**config.mk**
```make
export PLATFORM = sky130hd
export DESIGN_NAME = wheel_angle_frame_odometer_core
export DESIGN_NICKNAME = d
export VERILOG_FILES = /design/src/rtl/wafo_pkg.sv /design/src/rtl/wafo_front.sv /design/src/rtl/wafo_frame_q.sv /design/src/rtl/wafo_back.sv /design/src/rtl/wheel_angle_frame_odometer_core.sv
export SDC_FILE = /design/constraint.sdc
export NUM_CORES = 2
export LEC_CHECK = 0
export ABC_AREA = 0
export BUFFER_PORTS_ARGS = -buffer_cell sky130_fd_sc_hd__clkbuf_2
export CAP_MARGIN = 20
export CORE_UTILIZATION = 55
export DETAILED_ROUTE_END_ITERATION = 6
export GPL_TIMING_DRIVEN = 0
export PLACE_DENSITY = 0.79
export SLEW_MARGIN = 10
export SYNTH_ARGS = -nofsm -noshare
export SYNTH_HDL_FRONTEND = slang
export SYNTH_SLANG_ARGS = --single-unit
```
**constraint.sdc**
```tcl
create_clock -name i_clk -period 16.95 [get_ports i_clk]
set_input_delay 5.085 -clock i_clk [delete_from_list [all_inputs] [get_ports i_clk]]
set_output_delay 5.085 -clock i_clk [all_outputs]
set_load 0.05 [all_outputs]
```
**src/rtl/wafo_pkg.sv**
```systemverilog
// ----------------------------------------------------------------------------
// wafo_pkg: shared types and constants of the wheel angle frame odometer
// Holds the configuration and frame record types, register indexes, reset
// values and the fixed geometry of the reply frame and of the queues.
// ----------------------------------------------------------------------------
package wafo_pkg;

    // Configuration register indexes.
    localparam logic [2:0] CFG_LEFT_ADDR  = 3'd0;
    localparam logic [2:0] CFG_RIGHT_ADDR = 3'd1;
    localparam logic [2:0] CFG_CMD_BYTE   = 3'd2;
    localparam logic [2:0] CFG_END_BYTE   = 3'd3;
    localparam logic [2:0] CFG_MM_SCALE   = 3'd4;

    localparam int CFG_IDX_W  = 3;
    localparam int CFG_DATA_W = 24;

    // Reset values of the configuration registers.
    localparam logic [7:0]  RST_LEFT_ADDR  = 8'd3;
    localparam logic [7:0]  RST_RIGHT_ADDR = 8'd4;
    localparam logic [7:0]  RST_CMD_BYTE   = 8'h36;
    localparam logic [7:0]  RST_END_BYTE   = 8'h6B;
    localparam logic [23:0] RST_MM_SCALE   = 24'd76404;

    // Byte positions inside a reply frame.
    localparam logic [2:0] POS_ADDR = 3'd0;
    localparam logic [2:0] POS_CMD  = 3'd1;
    localparam logic [2:0] POS_SIGN = 3'd2;
    localparam logic [2:0] POS_END  = 3'd7;

    // Angle wrap correction, 65536 counts per turn.
    localparam logic signed [34:0] HALF_TURN = 35'sd32768;
    localparam logic signed [34:0] FULL_TURN = 35'sd65536;

    // Output saturation limits, signed 48 bit.
    localparam logic [47:0] OUT_MAX = {1'b0, {47{1'b1}}};
    localparam logic [47:0] OUT_MIN = {1'b1, {47{1'b0}}};

    // Result queue depth.
    localparam int OQ_DEPTH = 8;
    localparam int OQ_PTR_W = $clog2(OQ_DEPTH);

    typedef struct packed {
        logic [7:0]  left_addr;
        logic [7:0]  right_addr;
        logic [7:0]  cmd_byte;
        logic [7:0]  end_byte;
        logic [23:0] mm_scale;
    } t_cfg;

    // One checked frame, already tagged with its wheel.
    typedef struct packed {
        logic        is_left;
        logic        sign_nz;
        logic [31:0] angle;
    } t_frame;

endpackage

```
**src/rtl/wafo_front.sv**
```systemverilog
// ----------------------------------------------------------------------------
// wafo_front: reply frame assembler
// Hunts for a wheel address, checks the command and end bytes, collects the
// big-endian angle and hands each good frame on as a tagged record.
// ----------------------------------------------------------------------------
module wafo_front (
    input  logic            i_clk,
    input  logic            i_rst_n,
    input  wafo_pkg::t_cfg  i_cfg,
    input  logic            i_acc,
    input  logic [7:0]      i_byte,
    output logic            o_frm_vld,
    output wafo_pkg::t_frame o_frm
);
    import wafo_pkg::*;

    logic [2:0]  r_cnt, n_cnt;
    logic [7:0]  r_addr;
    logic        r_sign;
    logic [31:0] r_angle;
    logic        is_left;
    logic        is_right;

    // Address is matched against the registers when the frame completes.
    assign is_left  = (r_addr == i_cfg.left_addr);
    assign is_right = (r_addr == i_cfg.right_addr);

    always_comb begin
        n_cnt = r_cnt;
        if (i_acc) begin
            unique case (r_cnt)
                POS_ADDR: begin
                    if (i_byte == i_cfg.left_addr || i_byte == i_cfg.right_addr) begin
                        n_cnt = POS_CMD;
                    end
                end
                POS_CMD: begin
                    n_cnt = (i_byte == i_cfg.cmd_byte) ? POS_SIGN : POS_ADDR;
                end
                default: begin
                    n_cnt = r_cnt + 3'd1;
                end
            endcase
        end
    end

    always_ff @(posedge i_clk) begin
        if (!i_rst_n) begin
            r_cnt <= POS_ADDR;
        end else begin
            r_cnt <= n_cnt;
        end
    end

    always_ff @(posedge i_clk) begin
        if (i_acc) begin
            if (r_cnt == POS_ADDR) begin
                r_addr <= i_byte;
            end
            if (r_cnt == POS_SIGN) begin
                r_sign <= (i_byte != 8'd0);
            end
            if (r_cnt != POS_ADDR && r_cnt != POS_CMD && r_cnt != POS_SIGN
                && r_cnt != POS_END) begin
                r_angle <= {r_angle[23:0], i_byte};
            end
        end
    end

    assign o_frm_vld = i_acc && (r_cnt == POS_END) && (i_byte == i_cfg.end_byte)
                       && (is_left || is_right);
    assign o_frm.is_left = is_left;
    assign o_frm.sign_nz = r_sign;
    assign o_frm.angle   = r_angle;

endmodule

```
**src/rtl/wafo_frame_q.sv**
```systemverilog
// ----------------------------------------------------------------------------
// wafo_frame_q: two-entry frame queue
// Decouples the frame assembler from the wheel update and scaling pipeline.
// ----------------------------------------------------------------------------
module wafo_frame_q (
    input  logic             i_clk,
    input  logic             i_rst_n,
    input  logic             i_wr,
    input  wafo_pkg::t_frame i_data,
    input  logic             i_rd,
    output logic             o_full,
    output logic             o_vld,
    output wafo_pkg::t_frame o_data
);
    import wafo_pkg::*;

    t_frame     r_mem [2];
    logic       r_wp;
    logic       r_rp;
    logic [1:0] r_cnt;
    logic       do_wr;
    logic       do_rd;

    assign do_wr  = i_wr && (r_cnt != 2'd2);
    assign do_rd  = i_rd && (r_cnt != 2'd0);
    assign o_full = (r_cnt == 2'd2);
    assign o_vld  = (r_cnt != 2'd0);
    assign o_data = r_mem[r_rp];

    always_ff @(posedge i_clk) begin
        if (!i_rst_n) begin
            r_wp  <= 1'b0;
            r_rp  <= 1'b0;
            r_cnt <= 2'd0;
        end else begin
            if (do_wr) begin
                r_wp <= ~r_wp;
            end
            if (do_rd) begin
                r_rp <= ~r_rp;
            end
            r_cnt <= r_cnt + 2'(do_wr) - 2'(do_rd);
        end
    end

    always_ff @(posedge i_clk) begin
        if (do_wr) begin
            r_mem[r_wp] <= i_data;
        end
    end

endmodule

```
**src/rtl/wafo_back.sv**
```systemverilog
// ----------------------------------------------------------------------------
// wafo_back: wheel update, scaling pipeline and result queue
// Turns frames into wheel deltas, and when both wheels hold one scales half
// their difference to Q16 millimeters through a four-stage pipeline.
// ----------------------------------------------------------------------------
module wafo_back (
    input  logic             i_clk,
    input  logic             i_rst_n,
    input  wafo_pkg::t_cfg   i_cfg,
    input  logic             i_frm_vld,
    input  wafo_pkg::t_frame i_frm,
    output logic             o_frm_rd,
    input  logic             i_pop,
    output logic             o_empty,
    output logic [47:0]      o_result
);
    import wafo_pkg::*;

    // Wheel state.
    logic                r_left_seen, r_right_seen;
    logic                r_left_ready, r_right_ready;
    logic signed [32:0]  r_left_last, r_right_last;
    logic signed [34:0]  r_left_delta, r_right_delta;

    // Scaling pipeline.
    logic                r_emit;
    logic                r_diff_vld;
    logic signed [35:0]  r_diff;
    logic                r_prod_vld;
    logic [41:0]         r_pl;
    logic signed [42:0]  r_ph;
    logic                r_res_vld;
    logic [47:0]         r_res;

    // Result queue.
    logic [47:0]         r_oq [OQ_DEPTH];
    logic [OQ_PTR_W-1:0] r_wp, r_rp;
    logic [OQ_PTR_W:0]   r_cnt;

    logic [2:0]          inflight;
    logic [OQ_PTR_W+1:0] occupancy;
    logic                pop_frm;
    logic signed [32:0]  angle;
    logic signed [32:0]  last;
    logic signed [33:0]  d_raw;
    logic signed [34:0]  d_ext;
    logic signed [34:0]  d_fix;
    logic                n_left_ready, n_right_ready;
    logic [41:0]         pl;
    logic signed [42:0]  ph;
    logic signed [60:0]  prod;
    logic signed [60:0]  rounded;
    logic [51:0]         quot;
    logic [47:0]         sat;
    logic                oq_rd;

    // A frame is taken only when every result it could start has a queue slot.
    assign inflight  = 3'(r_emit) + 3'(r_diff_vld) + 3'(r_prod_vld) + 3'(r_res_vld);
    assign occupancy = (OQ_PTR_W+2)'(r_cnt) + (OQ_PTR_W+2)'(inflight);
    assign pop_frm   = i_frm_vld && (occupancy < (OQ_PTR_W+2)'(OQ_DEPTH));
    assign o_frm_rd  = pop_frm;

    assign angle = i_frm.sign_nz ? -$signed({1'b0, i_frm.angle})
                                 :  $signed({1'b0, i_frm.angle});
    assign last  = i_frm.is_left ? r_left_last : r_right_last;
    assign d_raw = 34'(angle) - 34'(last);
    assign d_ext = 35'(d_raw);

    always_comb begin
        priority if (d_ext > HALF_TURN) begin
            d_fix = d_ext - FULL_TURN;
        end else if (d_ext < -HALF_TURN) begin
            d_fix = d_ext + FULL_TURN;
        end else begin
            d_fix = d_ext;
        end
    end

    always_comb begin
        n_left_ready  = r_left_ready;
        n_right_ready = r_right_ready;
        if (pop_frm) begin
            if (i_frm.is_left && r_left_seen) begin
                n_left_ready = 1'b1;
            end
            if (!i_frm.is_left && r_right_seen) begin
                n_right_ready = 1'b1;
            end
        end
    end

    always_ff @(posedge i_clk) begin
        if (!i_rst_n) begin
            r_left_seen   <= 1'b0;
            r_right_seen  <= 1'b0;
            r_left_ready  <= 1'b0;
            r_right_ready <= 1'b0;
            r_left_last   <= '0;
            r_right_last  <= '0;
            r_left_delta  <= '0;
            r_right_delta <= '0;
            r_emit        <= 1'b0;
        end else begin
            if (pop_frm) begin
                if (i_frm.is_left) begin
                    r_left_seen <= 1'b1;
                    r_left_last <= angle;
                    if (r_left_seen) begin
                        r_left_delta <= d_fix;
                    end
                end else begin
                    r_right_seen <= 1'b1;
                    r_right_last <= angle;
                    if (r_right_seen) begin
                        r_right_delta <= d_fix;
                    end
                end
            end
            r_emit <= n_left_ready && n_right_ready;
            if (n_left_ready && n_right_ready) begin
                r_left_ready  <= 1'b0;
                r_right_ready <= 1'b0;
            end else begin
                r_left_ready  <= n_left_ready;
                r_right_ready <= n_right_ready;
            end
        end
    end

    // The product is split at bit 18 of the difference into two partial products.
    assign pl = r_diff[17:0] * i_cfg.mm_scale;
    assign ph = $signed(r_diff[35:18]) * $signed({1'b0, i_cfg.mm_scale});

    // Rounding to nearest, ties up: add half of the dropped 2^9 step and floor.
    assign prod    = $signed({r_ph, 18'd0}) + $signed({19'd0, r_pl});
    assign rounded = prod + 61'sd256;
    assign quot    = rounded[60:9];

    always_comb begin
        if (quot[51:47] == {5{quot[51]}}) begin
            sat = quot[47:0];
        end else begin
            sat = quot[51] ? OUT_MIN : OUT_MAX;
        end
    end

    always_ff @(posedge i_clk) begin
        if (!i_rst_n) begin
            r_diff_vld <= 1'b0;
            r_prod_vld <= 1'b0;
            r_res_vld  <= 1'b0;
        end else begin
            r_diff_vld <= r_emit;
            r_prod_vld <= r_diff_vld;
            r_res_vld  <= r_prod_vld;
        end
    end

    always_ff @(posedge i_clk) begin
        if (r_emit) begin
            r_diff <= 36'(r_left_delta) - 36'(r_right_delta);
        end
        if (r_diff_vld) begin
            r_pl <= pl;
            r_ph <= ph;
        end
        if (r_prod_vld) begin
            r_res <= sat;
        end
    end

    assign oq_rd    = i_pop && (r_cnt != '0);
    assign o_empty  = (r_cnt == '0);
    assign o_result = r_oq[r_rp];

    always_ff @(posedge i_clk) begin
        if (!i_rst_n) begin
            r_wp  <= '0;
            r_rp  <= '0;
            r_cnt <= '0;
        end else begin
            if (r_res_vld) begin
                r_wp <= r_wp + 1'b1;
            end
            if (oq_rd) begin
                r_rp <= r_rp + 1'b1;
            end
            r_cnt <= r_cnt + (OQ_PTR_W+1)'(r_res_vld) - (OQ_PTR_W+1)'(oq_rd);
        end
    end

    always_ff @(posedge i_clk) begin
        if (r_res_vld) begin
            r_oq[r_wp] <= r_res;
        end
    end

    a_no_both_ready: assert property (@(posedge i_clk) disable iff (!i_rst_n)
        !(r_left_ready && r_right_ready))
        else $error("both wheel ready flags left set");

    a_emit_clears: assert property (@(posedge i_clk) disable iff (!i_rst_n)
        r_emit |-> (!r_left_ready && !r_right_ready))
        else $error("ready flags not cleared on emit");

    a_queue_room: assert property (@(posedge i_clk) disable iff (!i_rst_n)
        occupancy <= (OQ_PTR_W+2)'(OQ_DEPTH))
        else $error("result queue overcommitted");

endmodule

```
**src/rtl/wheel_angle_frame_odometer_core.sv**
```systemverilog
// ----------------------------------------------------------------------------
// wheel_angle_frame_odometer_core: wheel odometry from motor reply frames
// Usage:
//   Input queue side: drive a received bus byte on i_rx_byte with push; a
//   byte is taken at a clock edge where push is high and full is low. One
//   byte per cycle is sustained while full is low; full rises only while
//   two good frames wait in the frame queue for the scaling pipeline.
//   Result queue side: while empty is low, o_half_delta_mm_q16 holds the
//   oldest result; pop high at a clock edge takes it. Up to eight results
//   are buffered; when the receiver stalls, frames back up into the frame
//   queue and then full holds off the byte stream.
//   Path: after the end byte of the frame that completes it, a result passes
//   through the frame queue, wheel update, difference, partial products,
//   rounding and saturation before it becomes visible.
//   Configuration: i_cfg_we writes i_cfg_wdata to register i_cfg_idx
//   (left address, right address, command byte, end byte, scale); the user
//   must see that it is used only while the block is idle, as the block does not enforce it.
//   Reset (i_rst_n low, synchronous) restores the register defaults, drops
//   any partial frame, forgets both wheels and empties both queues.
// ----------------------------------------------------------------------------
module wheel_angle_frame_odometer_core (
    input  logic                                i_clk,
    input  logic                                i_rst_n,
    input  logic                                push,
    output logic                                full,
    input  logic [7:0]                          i_rx_byte,
    output logic                                empty,
    input  logic                                pop,
    output logic [47:0]                         o_half_delta_mm_q16,
    input  logic                                i_cfg_we,
    input  logic [wafo_pkg::CFG_IDX_W-1:0]      i_cfg_idx,
    input  logic [wafo_pkg::CFG_DATA_W-1:0]     i_cfg_wdata
);
    import wafo_pkg::*;

    t_cfg   r_cfg;
    logic   acc;
    logic   frm_vld;
    t_frame frm;
    logic   fq_full;
    logic   fq_vld;
    t_frame fq_data;
    logic   fq_rd;

    always_ff @(posedge i_clk) begin
        if (!i_rst_n) begin
            r_cfg.left_addr  <= RST_LEFT_ADDR;
            r_cfg.right_addr <= RST_RIGHT_ADDR;
            r_cfg.cmd_byte   <= RST_CMD_BYTE;
            r_cfg.end_byte   <= RST_END_BYTE;
            r_cfg.mm_scale   <= RST_MM_SCALE;
        end else if (i_cfg_we) begin
            unique case (i_cfg_idx)
                CFG_LEFT_ADDR:  r_cfg.left_addr  <= i_cfg_wdata[7:0];
                CFG_RIGHT_ADDR: r_cfg.right_addr <= i_cfg_wdata[7:0];
                CFG_CMD_BYTE:   r_cfg.cmd_byte   <= i_cfg_wdata[7:0];
                CFG_END_BYTE:   r_cfg.end_byte   <= i_cfg_wdata[7:0];
                CFG_MM_SCALE:   r_cfg.mm_scale   <= i_cfg_wdata[23:0];
                default: begin
                end
            endcase
        end
    end

    assign full = fq_full;
    assign acc  = push && !fq_full;

    wafo_front u_front (
        .i_clk     (i_clk),
        .i_rst_n   (i_rst_n),
        .i_cfg     (r_cfg),
        .i_acc     (acc),
        .i_byte    (i_rx_byte),
        .o_frm_vld (frm_vld),
        .o_frm     (frm)
    );

    wafo_frame_q u_frame_q (
        .i_clk   (i_clk),
        .i_rst_n (i_rst_n),
        .i_wr    (frm_vld),
        .i_data  (frm),
        .i_rd    (fq_rd),
        .o_full  (fq_full),
        .o_vld   (fq_vld),
        .o_data  (fq_data)
    );

    wafo_back u_back (
        .i_clk     (i_clk),
        .i_rst_n   (i_rst_n),
        .i_cfg     (r_cfg),
        .i_frm_vld (fq_vld),
        .i_frm     (fq_data),
        .o_frm_rd  (fq_rd),
        .i_pop     (pop),
        .o_empty   (empty),
        .o_result  (o_half_delta_mm_q16)
    );

endmodule

```
# Yosys cells after proc, flatten, opt, wreduce, memory -nomap -nowiden
# Memory sizes are Yosys's and may differ from the RTL's. A register that Yosys moved wholly into a read port is not among the register bits.
# Index checks and enable logic that the tools add are counted.
dict set report classes {
  add_sub_neg 18
  multipliers 2
  magnitude_cmp 3
  eq_ne 20
  muxes 21
  bitwise_logic 4
  n_reduce_logical 39
}
# cell n
set ops {}
lappend ops {{2-to-1 mux 48 bit} 2}
lappend ops {{2-to-1 mux 35 bit} 2}
lappend ops {{2-to-1 mux 33 bit} 2}
lappend ops {{adder 61 x 10 -> 61 bit, second input constant} 1}
lappend ops {{adder 61 x 43 -> 61 bit} 1}
lappend ops {{== test 8 bit} 6}
lappend ops {{multiplier 18 x 25 -> 43 bit} 1}
lappend ops {{multiplier 18 x 24 -> 42 bit} 1}
lappend ops {{subtractor 35 x 35 -> 36 bit} 1}
lappend ops {{adder 34 x 18 -> 35 bit, second input constant} 1}
lappend ops {{subtractor 34 x 18 -> 35 bit, second input constant} 1}
lappend ops {{greater-than comparator 34 x 17 -> 1 bit, second input constant} 1}
lappend ops {{< comparator 34 x 16 -> 1 bit, second input constant} 1}
lappend ops {{subtractor 33 x 33 -> 34 bit} 1}
lappend ops {{negator 32 -> 33 bit} 1}
lappend ops {{AND reduction 2 bit} 11}
lappend ops {{logical AND 1 bit} 14}
lappend ops {{2-to-1 mux 1 bit} 10}
lappend ops {{adder 3 x 1 -> 3 bit, second input constant} 3}
lappend ops {{== test 3 x 2 -> 1 bit, second input constant} 3}
lappend ops {{2-to-1 mux 3 bit} 3}
lappend ops {{nonzero test 8 bit} 1}
lappend ops {{adder 3 x 1 -> 3 bit} 2}
lappend ops {{== test 3 x 1 -> 1 bit, second input constant} 2}
lappend ops {{other kinds (27)} 35}
dict set report totals {
  ff_bits 427
  ram_bits 452
  elab_cells 140
  memories 2
}
# name words word_bits read_ports rd_ports_with_merged_regs wr line
set mem_list {}
lappend mem_list {u_back.r_oq 8 48 1 1 1 wafo_back.sv:36} ;# logic [47:0] r_oq [OQ_DEPTH];
lappend mem_list {u_frame_q.r_mem 2 34 1 1 1 wafo_frame_q.sv:17} ;# t_frame r_mem [2];

# Logic depth before layout (Yosys ltp)
dict set report depth {
  ltp_word 9
  depth_mapped 32
  mapped_depth_nobuf 26
}

# By module
# Synthesis repeated with hierarchy kept, for this count alone.
dict set report unflattened {
  hier_cells 6221
  area_unflattened_um2 67444.7
}
# mod n_inst cells_per_inst area_per_inst_um2 seq_area_each_um2
set modules_own_cells {}
lappend modules_own_cells {wafo_back 1 5711 60227.8 19508.7}
lappend modules_own_cells {wafo_frame_q 1 133 2845.2 2142.1}
lappend modules_own_cells {wheel_angle_frame_odometer_core 1 224 2258.4 1121.1}
lappend modules_own_cells {wafo_front 1 153 2113.3 1291.2}

# Worst setup path after synthesis
# OpenSTA, ideal clock, no wires.
dict set report synth_path {
  path_type {input to register}
  start {in i_rx_byte[6]}
  end {mem u_frame_q.r_mem[0][0] in the netlist's numbering, enable pin}
  setup_time_ps 425
  arrival_time_ps 7684
  required_ps 16525
  slack_ps 8841
  cell_stages 7
  n_path_buf 1
  path_cell_list {clkbuf_1 xor2_1 nor4_1 nand3_1 nor4_1 o21ai_0 nor2_1}
}
dict set report synth_between {
  elab_chain_cells 6
}
# item line
set synth_lines {}
lappend synth_lines {{start, declared} wheel_angle_frame_odometer_core.sv:26} ;# input logic [7:0] i_rx_byte,
lappend synth_lines {{== test 8 bit} wafo_front.sv:70} ;# assign o_frm_vld = i_acc && (r_cnt == POS_END) && (i_byte == i_cfg.end_byte)
lappend synth_lines {{logical AND 1 bit} wafo_front.sv:70}
lappend synth_lines {{logical AND 1 bit} wafo_front.sv:71} ;# && (is_left || is_right);
lappend synth_lines {{logical AND 1 bit} wafo_frame_q.sv:24} ;# assign do_wr = i_wr && (r_cnt != 2'd2);
lappend synth_lines {{2-to-1 mux 1 bit} wafo_frame_q.sv:47} ;# if (do_wr) begin
lappend synth_lines {{2-to-1 mux 1 bit (not written as such)} wafo_frame_q.sv:48} ;# r_mem[r_wp] <= i_data;
lappend synth_lines {{end, declared} wafo_frame_q.sv:17}
# No other way between the ends.

# Worst setup path in the final report
dict set report layout_path {
  start {reg r_cfg[9] in the netlist's numbering}
  end {reg u_back.r_pl[41] (data pin)}
}
dict set report layout_between {
  elab_chain_cells 1
}
# item line
set layout_lines {}
lappend layout_lines {{start, declared} wheel_angle_frame_odometer_core.sv:36} ;# t_cfg r_cfg;
lappend layout_lines {{multiplier 18 x 24 -> 42 bit} wafo_back.sv:131} ;# assign pl = r_diff[17:0] * i_cfg.mm_scale;
lappend layout_lines {{net u_back.pl[41]} wafo_back.sv:49} ;# logic [41:0] pl;
lappend layout_lines {{end signal, assigned} wafo_back.sv:164} ;# r_pl <= pl;
lappend layout_lines {{end, declared} wafo_back.sv:30} ;# logic [41:0] r_pl;
# The timed path passes the listed nets, and every way through them passes these cells.
# A chain may end at the register's enable or synchronous reset.

==> run_results.csv <==
group,metric,value,unit
place,dpl.cell_count,8128,
power,power_density,109,nW/um^2
yosys,synth.yosys.seq_area_share,35.7,%
yosys,synth_cell_type_count,103,
yosys,synth-async-reset-ratio,0,%
layout,postLayoutCoreUtil,60.3,%
job,maxCapViolCount,0,
sta,rsz0062_at_grt,"false",
sta,max-slew-margin-rel,11.7,%
place,dpl.hpwl,148000,um
floorplanning,core,122000,sq um
worst_setup_path,worstReg2RegStart,"r_cfg[9]",
run_status,status,"complete, but fails checks",
worst_setup_path,arrival,10.51,ns
yosys,netlist_instances,6385,
clock_tree,clockRootBuffer,"clkbuf_16",
power,sw_frac_of_total,39.7,%
global_routing,antenna_found_initial,11,
layout,fill_cells,9787,
yosys,synth-main-ff-cell,"edfxtp_1",
global_routing,grt_overflow_total,0,
worst_setup_path,worstSetupStartpoint,"r_cfg[9]",
floorplanning,dieArea,124000,sq um
yosys,syn-num-nets,7504,
power,leakage,30.6,nW
clock_tree,postCtsSetupBuffers,0,
routing,ant_nets,0,
place,place_congestion,1.01,
floorplanning,die_w,352,um
routing,wl_per_cell,23.6,um
power,p_int,4.80,mW
yosys,yosys_warnings,0,
sta,worst_pin_slew,1.32,ns
worst_setup_path,critPathMaxFanout,10,
power,total_power,7.96,mW
layout,drive_gt1_share,7.17,%
yosys,ys_ff_latch,875,
sta,period_share,60.0,%
run_status,violations,"design-rule violations",
yosys,netlist_area,67400,sq um
floorplanning,dieHeight,352,um
clock_tree,clkTransAtPathRegs,0.06,ns
clock_tree,cts_tree,"yes",
layout,nNetsFinal,7714,
worst_setup_path,worst_ep_required_time,17.30,ns
layout,area_growth,8.86,%
sta,finalHoldViolCount,0,
floorplanning,initial_utilization,55.3,%
clock_tree,numCtsBuffers,88,
floorplanning,ios,90,
sta,setup_viol,0,
routing,dr.first_iter.drc_count,4784,
place,numPortBuffers,89,
clock_tree,holdBufCountCts,0,
routing,via_count,48900,
power,p_comb_share,44.0,%
global_routing,grt_pass1_wl,297000,um
routing,drt-total-wl,196000,um
worst_setup_path,setup.worst_path.end_class,"flop",
global_routing,grt_pass1_vias,49500,
sta,tns,0,ns
worst_setup_path,cp-start-kind,"flop",
hold_path,worstHoldStart,"u_back.r_right_ready",
clock_tree,cts.sinks,875,
layout,fin_cells,8297,
power,p_sw,3.16,mW
hold_path,hp-class,"flop to flop",
worst_setup_path,worst-setup-path-type,"flop to flop",
floorplanning,rows,128,
clock_tree,cts_resized,0,
power,peakVddDrop,0.100,mV
power,clockPowerShare,24.7,%
global_routing,grt_max_degree,68,
global_routing,track_usage,31.6,%
routing,avgViaCountPerCell,5.89,
power,p_seq_share,31.3,%
sta,slew_viol_final,0,
clock_tree,cts.path.max_buffers,3,
sta,clock_skew,0.0682,ns
routing,drtPass1Iterations,7,
clock_tree,clkLatencyLatePin,0.71,ns
sta,finalCriticalPeriod,10.16,ns
sta,max_freq,98.4,MHz
yosys,synth_edf_count,654,
yosys,synth_area_per_cell,10.6,sq um
routing,drc,2,
clock_tree,h-tree-depth,3,
==> power by group through the flow <==
stage	registers [mW]	clock network [mW]	logic [mW]
CTS	2.49	1.98	3.45
global route	2.50	2.06	3.83
global placement	2.53	0	3.34
finish	2.49	1.97	3.50
detailed placement	2.54	0	3.42
floorplan	2.52	0	2.43
==> cell families after synthesis <==
logic type               count (synthesis)  synth area share, %
flip-flops                             875                 35.7
AO/OA/AOI/OAI                          772                 7.43
XOR/XNOR                               233                 3.05
buffers and inverters                 1303                 7.30
adder cells (fa/ha/maj)               1079                 27.9
multiplexers                           215                 5.08
AND/OR/NAND/NOR                       1908                 13.5
==> critical path: stages (launching register included) <==
cell,delay [ns]
dfxtp_1,0.31
clkbuf_1,0.71
clkbuf_1,0.96
nand2_1,0.18
fa_1,0.55
fa_1,0.59
fa_1,0.47
fa_1,0.54
inv_1,0.05
fa_1,0.47
inv_1,0.05
fa_1,0.47
inv_1,0.04
ha_1,0.31
a21o_1,0.17
a21o_1,0.18
a211oi_1,0.31
o32a_1,0.20
o21ai_0,0.21
a211oi_1,0.68
a21oi_1,0.28
a221oi_1,0.97
or3_1,0.26
a31oi_1,0.14
a21oi_1,0.30
xnor2_1,0.38
==> worst paths after layout <==
kind	endpoint	slack, ns	cells after the start
worst max register to register	u_back.r_pl[41]	6.79	25
worst min-delay path	u_back.r_left_ready	0.42	1
worst min register to register	u_back.r_left_ready	0.42	1
worst max-delay path	u_back.r_pl[41]	6.79	25
==> through the flow <==
stage	hold WS [ns]	instance area (sq um)	worst slack [ns]
6_report	0.421	73300	6.79
5_1_grt	0.437	73300	6.37
3_5_place_dp	0.411	70400	7.06
2_1_floorplan	0.394	67400	8.84
3_3_place_gp	0.401	69800	7.16
4_1_cts	0.417	73300	6.96
==> cells in the mapped netlist (7+ instances only) <==
master | count | share of area, %
a2111oi_0 | 7 | 0.091
a211o_1 | 9 | 0.12
a211oi_1 | 36 | 0.40
a21boi_0 | 9 | 0.10
a21o_1 | 82 | 0.91
a21oi_1 | 279 | 2.1
a31oi_1 | 26 | 0.24
and2_1 | 374 | 3.5
and3_1 | 33 | 0.31
and4_1 | 15 | 0.20
buf_1 | 19 | 0.11
buf_2 | 8 | 0.059
clkbuf_1 | 285 | 1.6
dfxtp_1 | 221 | 6.6
edfxtp_1 | 654 | 29
fa_1 | 706 | 21
ha_1 | 373 | 6.9
inv_1 | 987 | 5.5
mux2_2 | 50 | 0.84
mux2i_1 | 68 | 1.0
mux4_2 | 96 | 3.2
nand2_1 | 803 | 4.5
nand2b_1 | 60 | 0.56
nand3_1 | 102 | 0.76
nand4_1 | 39 | 0.36
nor2_1 | 307 | 1.7
nor2b_1 | 25 | 0.23
nor3_1 | 66 | 0.49
nor3b_1 | 12 | 0.13
nor4_1 | 15 | 0.14
o211ai_1 | 10 | 0.11
o21a_1 | 33 | 0.37
o21ai_0 | 143 | 1.1
o21ai_1 | 8 | 0.059
o21bai_1 | 12 | 0.13
o311ai_1 | 7 | 0.091
o32ai_1 | 9 | 0.12
o41ai_1 | 8 | 0.10
or3_1 | 20 | 0.19
xnor2_1 | 133 | 1.7
xor2_1 | 98 | 1.3
==> layout make-up <==
class	count	area, sq um	share of cell area (%)
clock buffer	101	2280	3.11
buffer	316	1210	1.66
sequential	875	24100	32.8
antenna	6	15.0	0.0205
timing repair buffer	120	938	1.28
tap	1625	2030	2.77
multi-input combinational	4207	38500	52.4
clock inverter	60	623	0.850
inverter	987	3700	5.05
==> routing by layer <==
layer | vias to the layer above | wire length [um] | track usage [%]
li1 | 21400 | - | -
met5 | - | 91 | 0
met1 | 24400 | 76100 | 41.0
met2 | 2548 | 89400 | 50.2
met3 | 524 | 20800 | 8.41
met4 | 12 | 9170 | 13.4
==> state kept, by name (all words and copies together) (netlist names), 32 cells and up, named ones only <==
signal and flops:
u_back.r_right_delta 35, u_back.r_ph 43, u_frame_q.r_mem 68, r_cfg 56, u_back.r_left_delta 35, u_back.r_right_last 33
u_back.r_res 48, u_back.r_pl 34, u_back.r_diff 36, u_front.r_angle 32, u_back.r_left_last 33, u_back.r_oq 384
==> placed cells by master (no fill, tap or decap), drive strengths merged, types with 51 or more instances in the layout <==
cell type	count
a21o	83
a21oi	283
and2	376
buf	62
clkbuf	475
dfxtp	221
edfxtp	654
fa	706
ha	373
inv	998
mux2	51
mux2i	68
mux4	96
nand2	803
nand2b	60
nand3	103
nor2	307
nor3	69
o21ai	152
xnor2	134
xor2	99
Note: power is estimated with default switching activity, not from simulation.
